`src/rtl/core/json_array_element_scanner_macros.svh`:
```
// Assertion macros used by the scanner top level.
`ifndef JSON_ARRAY_ELEMENT_SCANNER_MACROS_SVH
`define JSON_ARRAY_ELEMENT_SCANNER_MACROS_SVH

// Same-cycle implication, disabled while reset is low.
`define JAES_ASSERT_NOW(lbl, clk, rst_n, ante, cons, msg) \
    lbl: assert property (@(posedge clk) disable iff (!rst_n) (ante) |-> (cons)) \
        else $error(msg);

// Next-cycle implication, disabled while reset is low.
`define JAES_ASSERT_NEXT(lbl, clk, rst_n, ante, cons, msg) \
    lbl: assert property (@(posedge clk) disable iff (!rst_n) (ante) |=> (cons)) \
        else $error(msg);

`endif

```
`src/rtl/core/jaes_pkg.sv`:
```
// Types and constants shared by the JSON array element scanner.
package jaes_pkg;

    // character codes
    localparam logic [7:0] CH_LBRACK = 8'h5B;
    localparam logic [7:0] CH_RBRACK = 8'h5D;
    localparam logic [7:0] CH_LBRACE = 8'h7B;
    localparam logic [7:0] CH_RBRACE = 8'h7D;
    localparam logic [7:0] CH_COMMA  = 8'h2C;
    localparam logic [7:0] CH_QUOTE  = 8'h22;
    localparam logic [7:0] CH_BSLASH = 8'h5C;
    localparam logic [7:0] CH_SPACE  = 8'h20;
    localparam logic [7:0] CH_TAB    = 8'h09;
    localparam logic [7:0] CH_LF     = 8'h0A;
    localparam logic [7:0] CH_CR     = 8'h0D;

    // result status codes
    localparam logic [2:0] ST_OK       = 3'd0;
    localparam logic [2:0] ST_NOT_ARR  = 3'd1;
    localparam logic [2:0] ST_UNTERM   = 3'd2;
    localparam logic [2:0] ST_TOO_DEEP = 3'd3;
    localparam logic [2:0] ST_TOO_LONG = 3'd4;

    // scan phase
    localparam logic [1:0] PH_IDLE  = 2'd0;
    localparam logic [1:0] PH_SCAN  = 2'd1;
    localparam logic [1:0] PH_DRAIN = 2'd2;

    // target element phase
    localparam logic [1:0] TP_WAIT   = 2'd0;
    localparam logic [1:0] TP_SEEK   = 2'd1;
    localparam logic [1:0] TP_INSIDE = 2'd2;
    localparam logic [1:0] TP_DONE   = 2'd3;

    // element kind
    localparam logic [1:0] EK_SCALAR = 2'd0;
    localparam logic [1:0] EK_STRING = 2'd1;
    localparam logic [1:0] EK_NESTED = 2'd2;

    // queue between front and back
    localparam int QDEPTH = 2;
    localparam int QA_W   = $clog2(QDEPTH);
    localparam int QC_W   = $clog2(QDEPTH + 1);

    localparam int CNT_W = 16;

    // classified byte
    typedef struct packed {
        logic last;
        logic lbrack;
        logic rbrack;
        logic lbrace;
        logic rbrace;
        logic comma;
        logic quote;
        logic bslash;
        logic space;
    } t_q_entry;

    typedef struct packed {
        logic            valid;
        logic            full;
        logic [QC_W-1:0] count;
    } t_q_status;

    typedef struct packed {
        logic [2:0]       status;
        logic [CNT_W-1:0] elem_end;
        logic [CNT_W-1:0] elem_start;
        logic             found;
        logic [CNT_W-1:0] elem_count;
    } t_result;

endpackage

```
`src/rtl/core/jaes_front.sv`:
```
// Front end: classifies each incoming byte for the scan engine.
module jaes_front (
    input  logic              [7:0] i_byte,
    input  logic                    i_last,
    output jaes_pkg::t_q_entry      o_entry
);
    import jaes_pkg::*;

    always_comb begin
        o_entry.last   = i_last;
        o_entry.lbrack = (i_byte == CH_LBRACK);
        o_entry.rbrack = (i_byte == CH_RBRACK);
        o_entry.lbrace = (i_byte == CH_LBRACE);
        o_entry.rbrace = (i_byte == CH_RBRACE);
        o_entry.comma  = (i_byte == CH_COMMA);
        o_entry.quote  = (i_byte == CH_QUOTE);
        o_entry.bslash = (i_byte == CH_BSLASH);
        o_entry.space  = (i_byte == CH_SPACE) || (i_byte == CH_TAB) ||
                         (i_byte == CH_LF) || (i_byte == CH_CR);
    end
endmodule

```
`src/rtl/core/jaes_queue.sv`:
```
// Short FIFO of classified bytes between front and back.
module jaes_queue (
    input  logic                i_clk,
    input  logic                i_rst_n,
    input  logic                i_push,
    input  jaes_pkg::t_q_entry  i_entry,
    input  logic                i_pop,
    output jaes_pkg::t_q_entry  o_head,
    output jaes_pkg::t_q_status o_status
);
    import jaes_pkg::*;

    t_q_entry        r_mem [QDEPTH];
    logic [QA_W-1:0] r_wr;
    logic [QA_W-1:0] r_rd;
    logic [QC_W-1:0] r_count;
    logic            w_push;
    logic            w_pop;

    assign w_push = i_push && (r_count != QC_W'(QDEPTH));
    assign w_pop  = i_pop && (r_count != '0);

    always_ff @(posedge i_clk) begin
        if (!i_rst_n) begin
            r_wr    <= '0;
            r_rd    <= '0;
            r_count <= '0;
        end else begin
            if (w_push) r_wr <= r_wr + QA_W'(1);
            if (w_pop)  r_rd <= r_rd + QA_W'(1);
            if (w_push && !w_pop)      r_count <= r_count + QC_W'(1);
            else if (w_pop && !w_push) r_count <= r_count - QC_W'(1);
        end
    end

    always_ff @(posedge i_clk) begin
        if (w_push) r_mem[r_wr] <= i_entry;
    end

    assign o_head         = r_mem[r_rd];
    assign o_status.valid = (r_count != '0);
    assign o_status.full  = (r_count == QC_W'(QDEPTH));
    assign o_status.count = r_count;
endmodule

```
`src/rtl/core/jaes_back.sv`:
```
// Back end: quote, escape and depth tracking, element location, result register.
module jaes_back #(
    parameter int MAX_DEPTH   = 15,
    parameter int OFFSET_BITS = 16
) (
    input  logic               i_clk,
    input  logic               i_rst_n,
    input  logic               i_cfg_we,
    input  logic [15:0]        i_cfg_wdata,
    input  jaes_pkg::t_q_entry i_head,
    input  logic               i_head_valid,
    output logic               o_pop,
    output logic               o_res_valid,
    input  logic               i_res_ready,
    output jaes_pkg::t_result  o_res
);
    import jaes_pkg::*;

    localparam int DEPTH_W = $clog2(MAX_DEPTH + 1);
    localparam logic [OFFSET_BITS-1:0] OFF_MAX = {OFFSET_BITS{1'b1}};
    localparam logic [CNT_W-1:0]       CNT_MAX = {CNT_W{1'b1}};

    logic [CNT_W-1:0]       r_target;
    logic [1:0]             r_phase,  n_phase;
    logic [OFFSET_BITS-1:0] r_off,    n_off;
    logic                   r_inq,    n_inq;
    logic                   r_esc,    n_esc;
    logic [DEPTH_W-1:0]     r_depth,  n_depth;
    logic [CNT_W-1:0]       r_comma,  n_comma;
    logic                   r_seen,   n_seen;
    logic [OFFSET_BITS-1:0] r_start,  n_start;
    logic [OFFSET_BITS-1:0] r_end,    n_end;
    logic [1:0]             r_tphase, n_tphase;
    logic [1:0]             r_kind,   n_kind;
    logic                   r_out_valid;
    t_result                r_out;

    logic             w_emit;
    logic [2:0]       w_status;
    logic             w_top_close;
    logic             w_open;
    logic             w_close;
    logic [CNT_W:0]   w_sum;
    logic [31:0]      w_start_ext;
    logic [31:0]      w_end_ext;
    logic             w_found;
    t_result          w_res;

    assign o_pop = i_head_valid && (!r_out_valid || i_res_ready);

    assign w_open  = i_head.lbrack || i_head.lbrace;
    assign w_close = i_head.rbrack || i_head.rbrace;
    assign w_top_close = i_head.rbrack && (r_depth == '0);

    always_comb begin
        n_phase  = r_phase;
        n_off    = r_off;
        n_inq    = r_inq;
        n_esc    = r_esc;
        n_depth  = r_depth;
        n_comma  = r_comma;
        n_seen   = r_seen;
        n_start  = r_start;
        n_end    = r_end;
        n_tphase = r_tphase;
        n_kind   = r_kind;
        w_emit   = 1'b0;
        w_status = ST_OK;

        if (o_pop) begin
            case (r_phase)
                PH_DRAIN: begin
                    if (i_head.last) n_phase = PH_IDLE;
                end
                PH_SCAN: begin
                    if (r_off == OFF_MAX) begin
                        w_emit   = 1'b1;
                        w_status = ST_TOO_LONG;
                    end else begin
                        n_off = r_off + OFFSET_BITS'(1);
                        if (r_tphase == TP_WAIT && r_comma == r_target) n_tphase = TP_SEEK;

                        if (r_esc) begin
                            n_esc = 1'b0;
                        end else if (r_inq) begin
                            if (i_head.bslash) begin
                                n_esc = 1'b1;
                            end else if (i_head.quote) begin
                                n_inq = 1'b0;
                                if (n_tphase == TP_INSIDE && r_kind == EK_STRING &&
                                    r_depth == '0) begin
                                    n_end    = r_off + OFFSET_BITS'(1);
                                    n_tphase = TP_DONE;
                                end
                            end
                        end else if (!i_head.space) begin
                            if (r_comma == '0 && !i_head.comma && !w_top_close)
                                n_seen = 1'b1;
                            if (i_head.comma && r_depth == '0) begin
                                if (n_tphase == TP_INSIDE && r_kind == EK_SCALAR) begin
                                    n_end    = r_off;
                                    n_tphase = TP_DONE;
                                end
                                if (r_comma != CNT_MAX) n_comma = r_comma + CNT_W'(1);
                            end else if (w_top_close) begin
                                if (n_tphase == TP_INSIDE && r_kind == EK_SCALAR) begin
                                    n_end    = r_off;
                                    n_tphase = TP_DONE;
                                end
                                w_emit = 1'b1;
                            end else if (!i_head.comma) begin
                                if (n_tphase == TP_SEEK) begin
                                    n_start  = r_off;
                                    n_tphase = TP_INSIDE;
                                    if (i_head.quote)  n_kind = EK_STRING;
                                    else if (w_open)   n_kind = EK_NESTED;
                                    else               n_kind = EK_SCALAR;
                                end
                                if (w_open) begin
                                    if (r_depth >= DEPTH_W'(MAX_DEPTH)) begin
                                        w_emit   = 1'b1;
                                        w_status = ST_TOO_DEEP;
                                    end else begin
                                        n_depth = r_depth + DEPTH_W'(1);
                                    end
                                end else if (w_close && r_depth != '0) begin
                                    n_depth = r_depth - DEPTH_W'(1);
                                    if (n_depth == '0 && n_tphase == TP_INSIDE &&
                                        n_kind == EK_NESTED) begin
                                        n_end    = r_off + OFFSET_BITS'(1);
                                        n_tphase = TP_DONE;
                                    end
                                end else if (i_head.quote) begin
                                    n_inq = 1'b1;
                                end
                            end
                        end
                        if (!w_emit && i_head.last) begin
                            w_emit   = 1'b1;
                            w_status = ST_UNTERM;
                        end
                    end
                end
                default: begin
                    // waiting for the opening bracket of a new frame
                    n_off    = '0;
                    n_inq    = 1'b0;
                    n_esc    = 1'b0;
                    n_depth  = '0;
                    n_comma  = '0;
                    n_seen   = 1'b0;
                    n_start  = '0;
                    n_end    = '0;
                    n_tphase = TP_WAIT;
                    n_kind   = EK_SCALAR;
                    if (!i_head.lbrack) begin
                        w_emit   = 1'b1;
                        w_status = ST_NOT_ARR;
                    end else begin
                        n_phase = PH_SCAN;
                        n_off   = OFFSET_BITS'(1);
                        if (i_head.last) begin
                            w_emit   = 1'b1;
                            w_status = ST_UNTERM;
                        end
                    end
                end
            endcase
        end

        // result from the post-update state
        w_sum       = {1'b0, n_comma} + {{CNT_W{1'b0}}, n_seen};
        w_found     = (w_status == ST_OK) && (n_tphase == TP_DONE);
        w_start_ext = 32'(n_start);
        w_end_ext   = 32'(n_end);
        w_res.elem_count = w_sum[CNT_W] ? CNT_MAX : w_sum[CNT_W-1:0];
        w_res.found      = w_found;
        w_res.elem_start = w_found ? w_start_ext[CNT_W-1:0] : '0;
        w_res.elem_end   = w_found ? w_end_ext[CNT_W-1:0] : '0;
        w_res.status     = w_status;

        if (w_emit) begin
            n_off    = '0;
            n_inq    = 1'b0;
            n_esc    = 1'b0;
            n_depth  = '0;
            n_comma  = '0;
            n_seen   = 1'b0;
            n_start  = '0;
            n_end    = '0;
            n_tphase = TP_WAIT;
            n_kind   = EK_SCALAR;
            n_phase  = i_head.last ? PH_IDLE : PH_DRAIN;
        end
    end

    always_ff @(posedge i_clk) begin
        if (!i_rst_n) begin
            r_target    <= '0;
            r_phase     <= PH_IDLE;
            r_off       <= '0;
            r_inq       <= 1'b0;
            r_esc       <= 1'b0;
            r_depth     <= '0;
            r_comma     <= '0;
            r_seen      <= 1'b0;
            r_start     <= '0;
            r_end       <= '0;
            r_tphase    <= TP_WAIT;
            r_kind      <= EK_SCALAR;
            r_out_valid <= 1'b0;
        end else begin
            if (i_cfg_we) r_target <= i_cfg_wdata;
            r_phase  <= n_phase;
            r_off    <= n_off;
            r_inq    <= n_inq;
            r_esc    <= n_esc;
            r_depth  <= n_depth;
            r_comma  <= n_comma;
            r_seen   <= n_seen;
            r_start  <= n_start;
            r_end    <= n_end;
            r_tphase <= n_tphase;
            r_kind   <= n_kind;
            if (o_pop && w_emit)  r_out_valid <= 1'b1;
            else if (i_res_ready) r_out_valid <= 1'b0;
        end
    end

    always_ff @(posedge i_clk) begin
        if (o_pop && w_emit) r_out <= w_res;
    end

    assign o_res_valid = r_out_valid;
    assign o_res       = r_out;
endmodule

```
`src/rtl/core/json_array_element_scanner.sv`:
```
// Top level of the JSON array element scanner: front classifier, queue, scan engine.
// Throughput: one byte request per cycle while results are taken; a waiting result stalls
//   the scan engine, and the input stops once the two-entry byte queue is full.
// Path: the byte request that ends a frame is written into the byte queue, and the scan
//   engine, once it pops that byte, loads the result into the output register.
// Reset: synchronous, active low; clears queue, scan state, target index and output valid.
`include "json_array_element_scanner_macros.svh"

module json_array_element_scanner #(
    parameter int MAX_DEPTH   = 15,
    parameter int OFFSET_BITS = 16
) (
    input  logic        i_clk,
    input  logic        i_rst_n,
    // configuration: target_index
    input  logic        i_cfg_we,
    input  logic [15:0] i_cfg_wdata,
    // byte requests
    input  logic        s_tvalid,
    output logic        s_tready,
    input  logic [7:0]  s_tdata,   // [7:0] data_byte
    input  logic        s_tlast,   // last_byte
    // result requests
    output logic        m_tvalid,
    input  logic        m_tready,
    output logic [55:0] m_tdata    // [15:0] element_count, [16] found,
                                   // [32:17] element_start, [48:33] element_end,
                                   // [51:49] status, [55:52] zero
);
    import jaes_pkg::*;

    t_q_entry  w_entry;
    t_q_entry  w_head;
    t_q_status w_qstat;
    logic      w_pop;
    t_result   w_res;
    logic      w_in_accept;

    // Front: classify the byte; the queue takes it whenever it has room.
    jaes_front u_front (
        .i_byte  (s_tdata),
        .i_last  (s_tlast),
        .o_entry (w_entry)
    );

    assign s_tready    = !w_qstat.full;
    assign w_in_accept = s_tvalid && s_tready;

    // Two-entry queue decouples byte intake from the scan engine's output stalls.
    jaes_queue u_queue (
        .i_clk    (i_clk),
        .i_rst_n  (i_rst_n),
        .i_push   (w_in_accept),
        .i_entry  (w_entry),
        .i_pop    (w_pop),
        .o_head   (w_head),
        .o_status (w_qstat)
    );

    // Back: one queued byte per cycle while the output register is free or draining.
    jaes_back #(
        .MAX_DEPTH   (MAX_DEPTH),
        .OFFSET_BITS (OFFSET_BITS)
    ) u_back (
        .i_clk        (i_clk),
        .i_rst_n      (i_rst_n),
        .i_cfg_we     (i_cfg_we),
        .i_cfg_wdata  (i_cfg_wdata),
        .i_head       (w_head),
        .i_head_valid (w_qstat.valid),
        .o_pop        (w_pop),
        .o_res_valid  (m_tvalid),
        .i_res_ready  (m_tready),
        .o_res        (w_res)
    );

    assign m_tdata = {4'b0000, w_res};

    // Checks
    `JAES_ASSERT_NOW(a_q_bound, i_clk, i_rst_n, 1'b1, w_qstat.count <= QC_W'(QDEPTH), "queue count beyond depth")
    `JAES_ASSERT_NEXT(a_q_fill, i_clk, i_rst_n, w_in_accept && !w_qstat.valid, w_qstat.valid, "accepted byte not queued")
    `JAES_ASSERT_NOW(a_found_ok, i_clk, i_rst_n, m_tvalid && w_res.found, w_res.status == ST_OK, "found with error status")
    `JAES_ASSERT_NOW(a_no_pop_stall, i_clk, i_rst_n, w_pop, !m_tvalid || m_tready, "pop while result stalled")

endmodule
```
`config.mk`:
```
export PLATFORM = sky130hd
export DESIGN_NAME = json_array_element_scanner
export DESIGN_NICKNAME = d
export VERILOG_FILES = /design/src/rtl/core/jaes_pkg.sv /design/src/rtl/core/jaes_front.sv /design/src/rtl/core/jaes_queue.sv /design/src/rtl/core/jaes_back.sv /design/src/rtl/core/json_array_element_scanner.sv
export VERILOG_INCLUDE_DIRS = /design/src /design/src/rtl/core
export SDC_FILE = /design/constraint.sdc
export NUM_CORES = 1
export LEC_CHECK = 0
export BUFFER_PORTS_ARGS = -buffer_cell sky130_fd_sc_hd__buf_2
export CORE_UTILIZATION = 45
export DETAILED_ROUTE_END_ITERATION = 10
export SYNTH_ARGS = -nofsm -noshare
export SYNTH_HDL_FRONTEND = slang
export SYNTH_SLANG_ARGS = --single-unit
```
`constraint.sdc`:
```
create_clock -name i_clk -period 11.9 [get_ports i_clk]
set_clock_uncertainty 0.2 [all_clocks]
set_input_delay 2.38 -clock i_clk [delete_from_list [all_inputs] [get_ports i_clk]]
set_output_delay 2.38 -clock i_clk [all_outputs]
set_load 0.1 [all_outputs]
```
==> Word-level counts from Yosys, hierarchy flattened <==
Memory sizes are Yosys's and may differ from the RTL's. A register that Yosys moved wholly into a read port is not among the register bits.
Cells that the tools add are included.
Widths: inputs -> output; s select.
{ "word_totals": {"register_bits": 150, "romBits": 0, "latch_bits": 0, "inputBits": 30, "output_inout_bits": 58, "ramBits": 18, "wordCells": 288, "mem_count": 1} }
{ "op_classes": {"muxes": 168, "eq_ne": 35, "bitwise_logic": 2, "magnitude_cmp": 1, "addsub": 9, "shift": 0, "div": 0, "multipliers": 0, "reduce_logical": 51} }
{ "mem_list": {"columns": ["name", "depth", "width", "read_ports", "rd_ports_with_merged_regs", "write_ports", "line_no", "text"], "rows": [
  ["u_queue.r_mem", 2, 9, 1, 1, 1, "jaes_queue.sv:13", "t_q_entry r_mem [QDEPTH];"]
]} }
{ "op_table": {"columns": ["op", "count"], "rows": [
  ["$mux 16", 32],
  ["$pmux 16 s2", 4],
  ["$mux 2", 57],
  ["$mux 1", 45],
  ["$eq 8x7->1 const B", 5],
  ["$mux 4", 10],
  ["$mux 3", 11],
  ["$add 16x1->16 const B", 2],
  ["$eq 8x4->1 const B", 3],
  ["$eq 8x6->1 const B", 3],
  ["$logic_and 1x1->1", 20],
  ["$add 16x1->17", 1],
  ["$eq 16x16->1", 1],
  ["$eq 16x16->1 const B", 1],
  ["$logic_not 16->1", 1],
  ["$ne 16x16->1 const B", 1],
  ["$ne 2x2->1 const B", 8],
  ["$eq 2x2->1 const B", 6],
  ["$pmux 2 s2", 3],
  ["$reduce_and 11->1", 1],
  ["$reduce_and 9->1", 1],
  ["$logic_not 4->1", 2],
  ["$pmux 1 s2", 4],
  ["$pmux 4 s2", 1],
  ["22 further kinds", 43]
]} }

==> Longest topological paths before layout <==
Gate-level depths: netlist of run 1.
{ "logic_depth": {"word_depth": 34, "mapped_depth": 19, "depth_no_buf": 17} }

==> Hierarchy <==
From an unflattened synthesis of run 1, not the netlist that was laid out.
{ "unflattened": {"hier_cells": 1012, "area_unflattened_um2": 9046.2} }
{ "by_module_without_submodules": {"columns": ["module", "area_per_inst_um2", "n_inst", "cells_each", "seq_area_each_um2"], "rows": [
  ["jaes_back", 7965.1, 1, 928, 3443.3],
  ["jaes_queue", 877.1, 1, 54, 640.6],
  ["jaes_front", 160.2, 1, 23, 0.0],
  ["json_array_element_scanner", 43.8, 1, 7, 0.0]
]} }

==> Worst setup path after synthesis of run 1 <==
No wires, ideal clock.
{ "synth_path": {"path_kind": "input to register", "start": "in m_tready", "end": "reg u_back.r_out, in the netlist u_back.o_res[8] (data pin)", "required_time_ns": 11.558, "setup_ns": 0.142, "t_arrival_ns": 4.993, "setup_slack_ns": 6.566, "n_path_buf": 1, "stages": 12, "cell_sequence": "nor2b_1 nor3_1 nand4_1 o21ai_0 ha_1 ha_1 o21a_2 o211ai_2 nor2_4 or4b_4 buf_6 o21ai_2"} }
{ "synth_via": {"elab_chain_cells": 4, "elab_cells_between_ends": 5, "classes_between": "add/sub: 1; mux: 2; reduce/logical: 2"} }
{ "synth_lines": {"columns": ["item", "line_no", "text"], "rows": [
  ["start: declaration", "json_array_element_scanner.sv:25", "input logic m_tready,"],
  ["$logic_or 1x1->1 (*)", "jaes_back.sv:49", "assign o_pop = i_head_valid && (!r_out_valid || i_res_ready);"],
  ["$logic_and 1x1->1 (*)", "jaes_back.sv:49", null],
  ["$mux 16 / $mux 1 (equally long branches)", "jaes_back.sv:70", "if (o_pop) begin"],
  ["$add 16x1->17 (*)", "jaes_back.sv:172", "w_sum = {1'b0, n_comma} + {{CNT_W{1'b0}}, n_seen};"],
  ["end signal: assignment", "jaes_back.sv:231", "if (o_pop && w_emit) r_out <= w_res;"],
  ["end: declaration", "jaes_back.sv:36", "t_result r_out;"]
]} }
Mark *: on every way between the ends. The rest lies on a longest branch, timed or not.
A chain may end at the register's enable or synchronous reset.

==> results of run 1 <==
==> per-layer routing <==
metal / global-route usage [%] / share of wire [%] / wire [um] / vias to the layer above
li1: - / - / - / 3982
met5: 0 / 0 / 0 / -
met4: 7.969 / 1.8 / 471 / 0
met1: 35.40 / 48 / 12360 / 3804
met3: 5.186 / 7.0 / 1786 / 32
met2: 35.59 / 43 / 10960 / 305
==> stage by stage <==
step / util [%] / cells / cell area [um^2] / hold slack (ns)
2_1_floorplan: - / 1077 / 9433 / 0.2603
3_3_place_gp: 48.83 / 1367 / 9945 / 0.2781
3_5_place_dp: 48.83 / 1367 / 9945 / 0.2820
4_1_cts: 51.76 / 1399 / 10540 / 0.2991
5_1_grt: 51.76 / 1399 / 10540 / 0.3285
6_report: 51.76 / 1399 / 10540 / 0.2963
==> cell type report <==
cell class              count  area (um^2)  area share, %
repair buffers             95        505.5          4.796
inverters                  18        67.56         0.6410
clock buffers              20        500.5          4.748
well taps                 270        337.8          3.205
clock inverters            12        95.09         0.9022
flip-flops and latches    169         4084          38.75
multi-input cells         815         4950          46.96
==> logic make-up (layout without fill, tap and decap cells) <==
| group | Yosys count | in the layout | synth area share [%] |
|---|---|---|---|
| other cells | 1 | 4 | 0.03980 |
| buf+inv | 93 | 145 | 4.316 |
| compound gates | 236 | 236 | 16.93 |
| flops | 169 | 169 | 43.35 |
| mux | 34 | 34 | 3.838 |
| xor+xnor | 43 | 43 | 3.997 |
| fa+ha+maj | 12 | 12 | 1.594 |
| simple gates | 486 | 486 | 25.94 |
==> critical path: stages, from the launching register on <==
cell and delay [ns]:
dfxtp_1 0.74, mux2i_4 0.68, nand4_2 0.31, a21oi_1 0.85, nand2_1 0.26, nor3_1 0.25
nor2_1 0.06, o22ai_1 0.18, ha_1 0.22, ha_1 0.17, o21a_2 0.17, o211ai_2 0.16
nor2_4 0.22, or4b_4 0.62, o21ai_0 0.12
==> worst paths after layout <==
| check | from | endpoint | slack [ns] | cells past startpoint |
|---|---|---|---|---|
| worst min-delay path | u_back.r_start[8] | u_back.r_start[8] | 0.30 | 2 |
| worst min register to register | u_back.r_start[8] | u_back.r_start[8] | 0.30 | 2 |
| worst max-delay path | flip-flop | u_back.o_res[2] | 6.51 | 14 |
| worst max register to register | flip-flop | u_back.o_res[2] | 6.51 | 14 |
==> power by group through the flow <==
stage	registers (mW)	clock network [mW]	logic, mW
after floorplan	1.45	0	0.374
after global placement	0.802	0	1.25
after detailed placement	0.804	0	1.26
after CTS	0.792	0.567	1.26
after global routing	0.801	0.594	1.32
final	0.791	0.558	1.26
==> cells in the mapped netlist (17+ instances only) <==
| cell type | number |
|---|---|
| o21ai_0 | 42 |
| nor2b_1 | 28 |
| mux2i_1 | 26 |
| inv_1 | 18 |
| xor2_1 | 18 |
| dfxtp_1 | 99 |
| nor3_1 | 36 |
| nand3_1 | 40 |
| edfxtp_1 | 70 |
| xnor2_1 | 25 |
| a22oi_1 | 18 |
| clkbuf_1 | 54 |
| nor2_1 | 168 |
| and3_1 | 17 |
| a21oi_1 | 58 |
| nand2_1 | 85 |
==> registers in the layout, summed over array words and instances, names as in the netlist, 2 cells and up, named ones only <==
register / flops
u_back.r_off: 16
u_back.r_start: 16
u_back.r_end: 16
u_back.r_target: 16
u_queue.r_mem: 18
u_back.o_res: 52
u_back.r_depth: 4
u_back.r_tphase: 2
u_queue.r_count: 2
u_back.r_phase: 2
u_back.r_comma: 16
u_back.r_kind: 2
==> metrics.md, run 1 <==
| Metric | Value |
|---|---|
| Crit-path max FO | 15 |
| Starting Density | 46.26% |
| Die height | roughly 150 um |
| GRT Total Usage | approximately 24% |
| Combinational share of power | approximately half |
| Tcrit/Tclk final | a little under half |
| Clock group share of total power | a little over a fifth |
| Die X | 146.7 um |
| Worst-skew pair later-pin latency | between 0.4 and 0.5 ns |
| Post-route setup slack | around 6.5 ns |
| Aggregate global routing overflow | 0 |
| Top-area cell type share of the netlist area | between 20% and 30% |
| Worst-Margin Slew | about 1 ns |
| P_sw | around 1.4 mW |
| Distinct cells, synth | 91 |
| Via Count | between 8000 and 9000 |
| Buffers on Ports | 83 |
| Slew HR | a little under a third |
| Worst EP arrival | ~5.5 ns |
| Power Total | around 2.6 mW |
| Setup Total Neg Slack | 0 ns |
| Final Wtd Congestion | ~0.93 |
| CTS H-tree depth | 4 |
| Post-synth EDFFs | 70 |
| Pre-CTS WS | ~6.3 ns |
| Drt pass-1 iters | 6 |
| Gate Count Post-Synth | roughly 1100 |
| Setup Buffers After CTS | 0 |
| Slew Viols, Final | 0 |
| Critical path endpoint category | flip-flop |
| Hold WC Path Type | reg -> reg |
| Status | finished, final reports clean |
| DRC viols | 0 |
| Die ar. | roughly 22000 um^2 |
| Min Tclk post-route | 5.394 ns |
| Leakage | between 3 and 4 nW |
| Routed WL per cell | approximately 18 um |
| Total core area | 20360 um^2 |
| Largest net degree at the start of global routing | between 70 and 80 |
| I/O Pins | 88 |
| Yosys top cell by area | edfxtp_1 |
| Fin. Hold Viols | 0 |
| First-pass GRT wire length | ~41000 um |
| Register area share after synthesis | 43.35% |
| N_diodes | 0 |
| Clock transition at path regs | approximately 0.07 ns |
| Initial drt markers | around 650 |
| Seq pwr share | a little under a third |
| Int Pwr | between 1 and 1.5 mW |
| Async set or reset register ratio after synthesis | 0% |
| Vias in the first global route | 7346 |
| Clock Tree Root | clkbuf_16 |
| Drt total wl | between 20000 and 30000 um |
| Filler cells | about 2000 |
| CP Data Required Time | ~12 ns |
| Share of layout cells above drive strength 1 | about 16% |
| Mapped Area | around 9400 um^2 |
| Resize count post-CTS | 0 |
| Number of synthesis warnings | 0 |
| Initial antenna violation count | 0 |
| Worst-case clock buffer depth | 2 |
| Antenna viol nets, final | 0 |
| Sw frac | between 50 and 60% |
| Peak Freq | about 0.19 GHz |
| Max-Cap Viols | 0 |
| Area growth from synthesis to layout | 11.87% |
| Most frequent cells in the layout | nor2_1 (168), dfxtp_1 (99), nand2_1 (84), buf_2 (83), edfxtp_1 (70) |
| Sink Count | 169 |
| RSZ-0062 raised after global routing | no |
| DP Wirelength | about 18000 um |
| Vias/cell | 5.806 |
| FP Rows | 52 |
| CTS tree | yes |
| PD cells | around 250 nW/um^2 |
| Startpoint types | flip-flop |
| Worst VDD drop | about 0.16 mV |
| Average size of a mapped cell | approximately 9 um^2 |
| Hold buffer count at cts | 0 |
| Flops & latches, synth | between 150 and 200 |
| Worst setup path class | reg -> reg |
| # setup viols final | 0 |
| Commonest non-fill, non-tap cell in the layout | nor2_1 |
| Top post-synthesis cells by area | edfxtp_1 (22%), dfxtp_1 (21%), nor2_1 (6.7%), nand2_1 (3.4%), a21oi_1 (3.1%) |
| Total CTS buffers | 17 |
| Final net count | ~1200 |
| Main synth FF type | dfxtp_1 |
Note: power is estimated with default switching activity, not from simulation.
==> run 2: changes to the inputs <==
--- a/config.mk
+++ b/config.mk
@@ -9,6 +9,7 @@
 export BUFFER_PORTS_ARGS = -buffer_cell sky130_fd_sc_hd__buf_2
 export CORE_UTILIZATION = 45
 export DETAILED_ROUTE_END_ITERATION = 10
+export PLACE_DENSITY = 0.66
 export SYNTH_ARGS = -nofsm -noshare
 export SYNTH_HDL_FRONTEND = slang
 export SYNTH_SLANG_ARGS = --single-unit
==> constraint.sdc (replaced) <==
create_clock -name i_clk -period 4.5 [get_ports i_clk]
set_clock_uncertainty 0.2 [all_clocks]
set_input_delay 0.9 -clock i_clk [delete_from_list [all_inputs] [get_ports i_clk]]
set_output_delay 0.9 -clock i_clk [all_outputs]
set_load 0.1 [all_outputs]
==> run 2 against run 1 <==
Non-clock buffer count grew 46. Sequential share of layout area shrank 1.3 points. Via count increased by 4.3%. Critical path depth increased by 1. Count of clock-buffer cells in the layout decreased by 2. Combinational power grew to 2.7 times the previous value. Register-to-register slack got worse by 6.1 ns. Die area did not move. Wire length up 3.6%. Critical path type unchanged. Critical endpoint unchanged. Largest cell class unchanged.
==> metrics.md, run 2 (synthesis gave the netlist of run 1 again) <==
| Metric | Value |
|---|---|
| Worst reg2reg path startpoint | u_back.r_comma[7] |
| Power Total | a little over 7 mW |
| Pre-CTS WS | ~0.42 ns |
| Sink Count | ~170 |
| Area growth from synthesis to layout | 15.86% |
| DRC viols | 0 |
| Multi-input logic area | 4945 um^2 |
| Max FFs per register | 52 |
| Critical path endpoint category | flip-flop |
| Commonest non-fill, non-tap cell in the layout | nor2_1 |
| Worst-case clock buffer depth | 2 |
| Worst-skew pair later-pin latency | 0.44 ns |
| Drt total wl | 26490 um |
| Slew Viols, Final | 0 |
| CP Data Required Time | around 4.6 ns |
| Startpoint types | flip-flop |
| CP max stage delay | 0.61 ns |
| Peak Freq | approximately 0.24 GHz |
| Reg2Reg Capture Point | u_back.o_res[2] |
| Worst setup path class | reg -> reg |
| Hold buffer count at cts | 0 |
| Largest net degree at the start of global routing | 72 |
| Drt pass-1 iters | 5 |
| CTS tree | yes |
| Vias in the first global route | roughly 7700 |
| N_diodes | 0 |
| Setup Buffers After CTS | 0 |
| Crit path max-delay family | simple AND/OR/NAND/NOR gates |
| Initial drt markers | about 740 |
| CP Launch Point | u_back.r_comma[7] |
| Die X | 146.7 um |
| Initial antenna violation count | 0 |
| Clock Tree Root | clkbuf_16 |
| Total core area | 20360 um^2 |
| # setup viols final | 0 |
| Post-route setup slack | about 0.38 ns |
| Crit path to | u_back.o_res[2] |
| FF/Latch Area | approximately 4000 um^2 |
| Final Wtd Congestion | between 0.9 and 1 |
| Tcrit/Tclk final | about nine tenths |
| Crit-path max FO | 13 |
| Die height | 146.7 um |
| Starting Density | 46.26% |
| Buffers on Ports | 83 |
| Critical Path Slowest Stage Cell | or4b_4 |
| RSZ-0062 raised after global routing | no |
| Via Count | ~8500 |
| Final net count | 1204 |
| Slew HR | a little under two fifths |
| Buf+Inv Stages, Crit Path | 0 |
| Worst path depth | 15 |
| Aggregate global routing overflow | 0 |
| First-pass GRT wire length | 41880 um |
| Filler cells | 1932 |
| Resize count post-CTS | 0 |
| Fin. Hold Viols | 0 |
| Max-Cap Viols | 0 |
| Routed WL per cell | 18.33 um |
| FP Rows | 52 |
| Register-to-register setup slack | about 0.38 ns |
| Share of layout cells above drive strength 1 | a little under a fifth |
| Total CTS buffers | 17 |
| Vias/cell | around 6 |
| PD cells | 651.1 nW/um^2 |
| Worst reg2reg path depth | 15 |
| Worst EP arrival | approximately 4.2 ns |
| Most frequent cells in the layout | nor2_1 (168), dfxtp_1 (99), nand2_1 (84), buf_2 (83), edfxtp_1 (70) |
| Antenna viol nets, final | 0 |
| Min Tclk post-route | just over 4 ns |
| Status | finished, final reports clean |
| Clock transition at path regs | around 0.070 ns |
| Hold WC Path Type | reg -> reg |
| I/O Pins | 88 |
| DP Wirelength | approximately 19000 um |
| Worst-path cell chain | nand4_1, or2_1, or3_1, nand2_1, a21oi_1, nor2_1, nor2_1, o22ai_1, ha_1, ha_1, o21a_2, o211ai_2, nor2_4, or4b_4, o21ai_0 |
| Leakage | 4.028 nW |
| Worst VDD drop | 0.3072 mV |
| Setup Total Neg Slack | 0 ns |
| Worst-Margin Slew | 0.9332 ns |
| Die ar. | 21520 um^2 |
| GRT Total Usage | about a quarter |
| CTS H-tree depth | 4 |
-- run 2: area by class of cell --
class                   count  share of cell area, %
clock buffers              18                  4.127
inverters                  18                 0.6190
clock inverters            14                  1.651
multi-input cells         815                  45.30
well taps                 270                  3.095
repair buffers            141                  7.795
flip-flops and latches    169                  37.41
-- run 2: worst min-delay path by stage --
stage	start	endpoint	slack [ns]	cells past startpoint
floorplan	u_back.r_start[0]	u_back.r_start[0]	0.26	2
global placement	u_back.r_start[15]	u_back.r_start[15]	0.28	2
detailed placement	u_back.r_start[5]	u_back.r_start[5]	0.28	2
CTS	u_back.r_start[5]	u_back.r_start[5]	0.30	2
global route	u_back.r_start[13]	u_back.r_start[13]	0.32	2
finish	u_back.r_start[5]	u_back.r_start[5]	0.30	2
-- run 2: metrics by stage --
step | instances | area (um^2) | util [%] | hold WS (ns)
floorplan | 1077 | 9433 | - | 0.2603
global placement | 1413 | 10280 | 50.50 | 0.2776
detailed placement | 1413 | 10280 | 50.50 | 0.2778
CTS | 1445 | 10920 | 53.60 | 0.2959
global route | 1445 | 10920 | 53.60 | 0.3229
finish | 1445 | 10920 | 53.60 | 0.2959
-- run 2: report_power, final --
group	leakage [nW]	internal (mW)	switching (mW)
clock network	0.309	0.919	0.654
registers	1.48	1.97	0.0955
logic	2.24	0.594	2.87
-- run 2: layer usage --
layer | routed length [um] | GRT usage (%) | vias to the layer above
met2 | 11470 | 36.71 | 392
met4 | 485 | 8.177 | 0
met1 | 12290 | 35.97 | 3970
li1 | - | - | 4068
met5 | 0 | 0 | -
met3 | 2244 | 4.596 | 46
-- run 2: worst register-to-register path: stages (launching register included) --
cell and delay, ns:
dfxtp_1 0.56, nand4_1 0.21, or2_1 0.32, or3_1 0.41, nand2_1 0.15, a21oi_1 0.08, nor2_1 0.11, nor2_1 0.05
o22ai_1 0.20, ha_1 0.23, ha_1 0.17, o21a_2 0.17, o211ai_2 0.16, nor2_4 0.19, or4b_4 0.61, o21ai_0 0.14
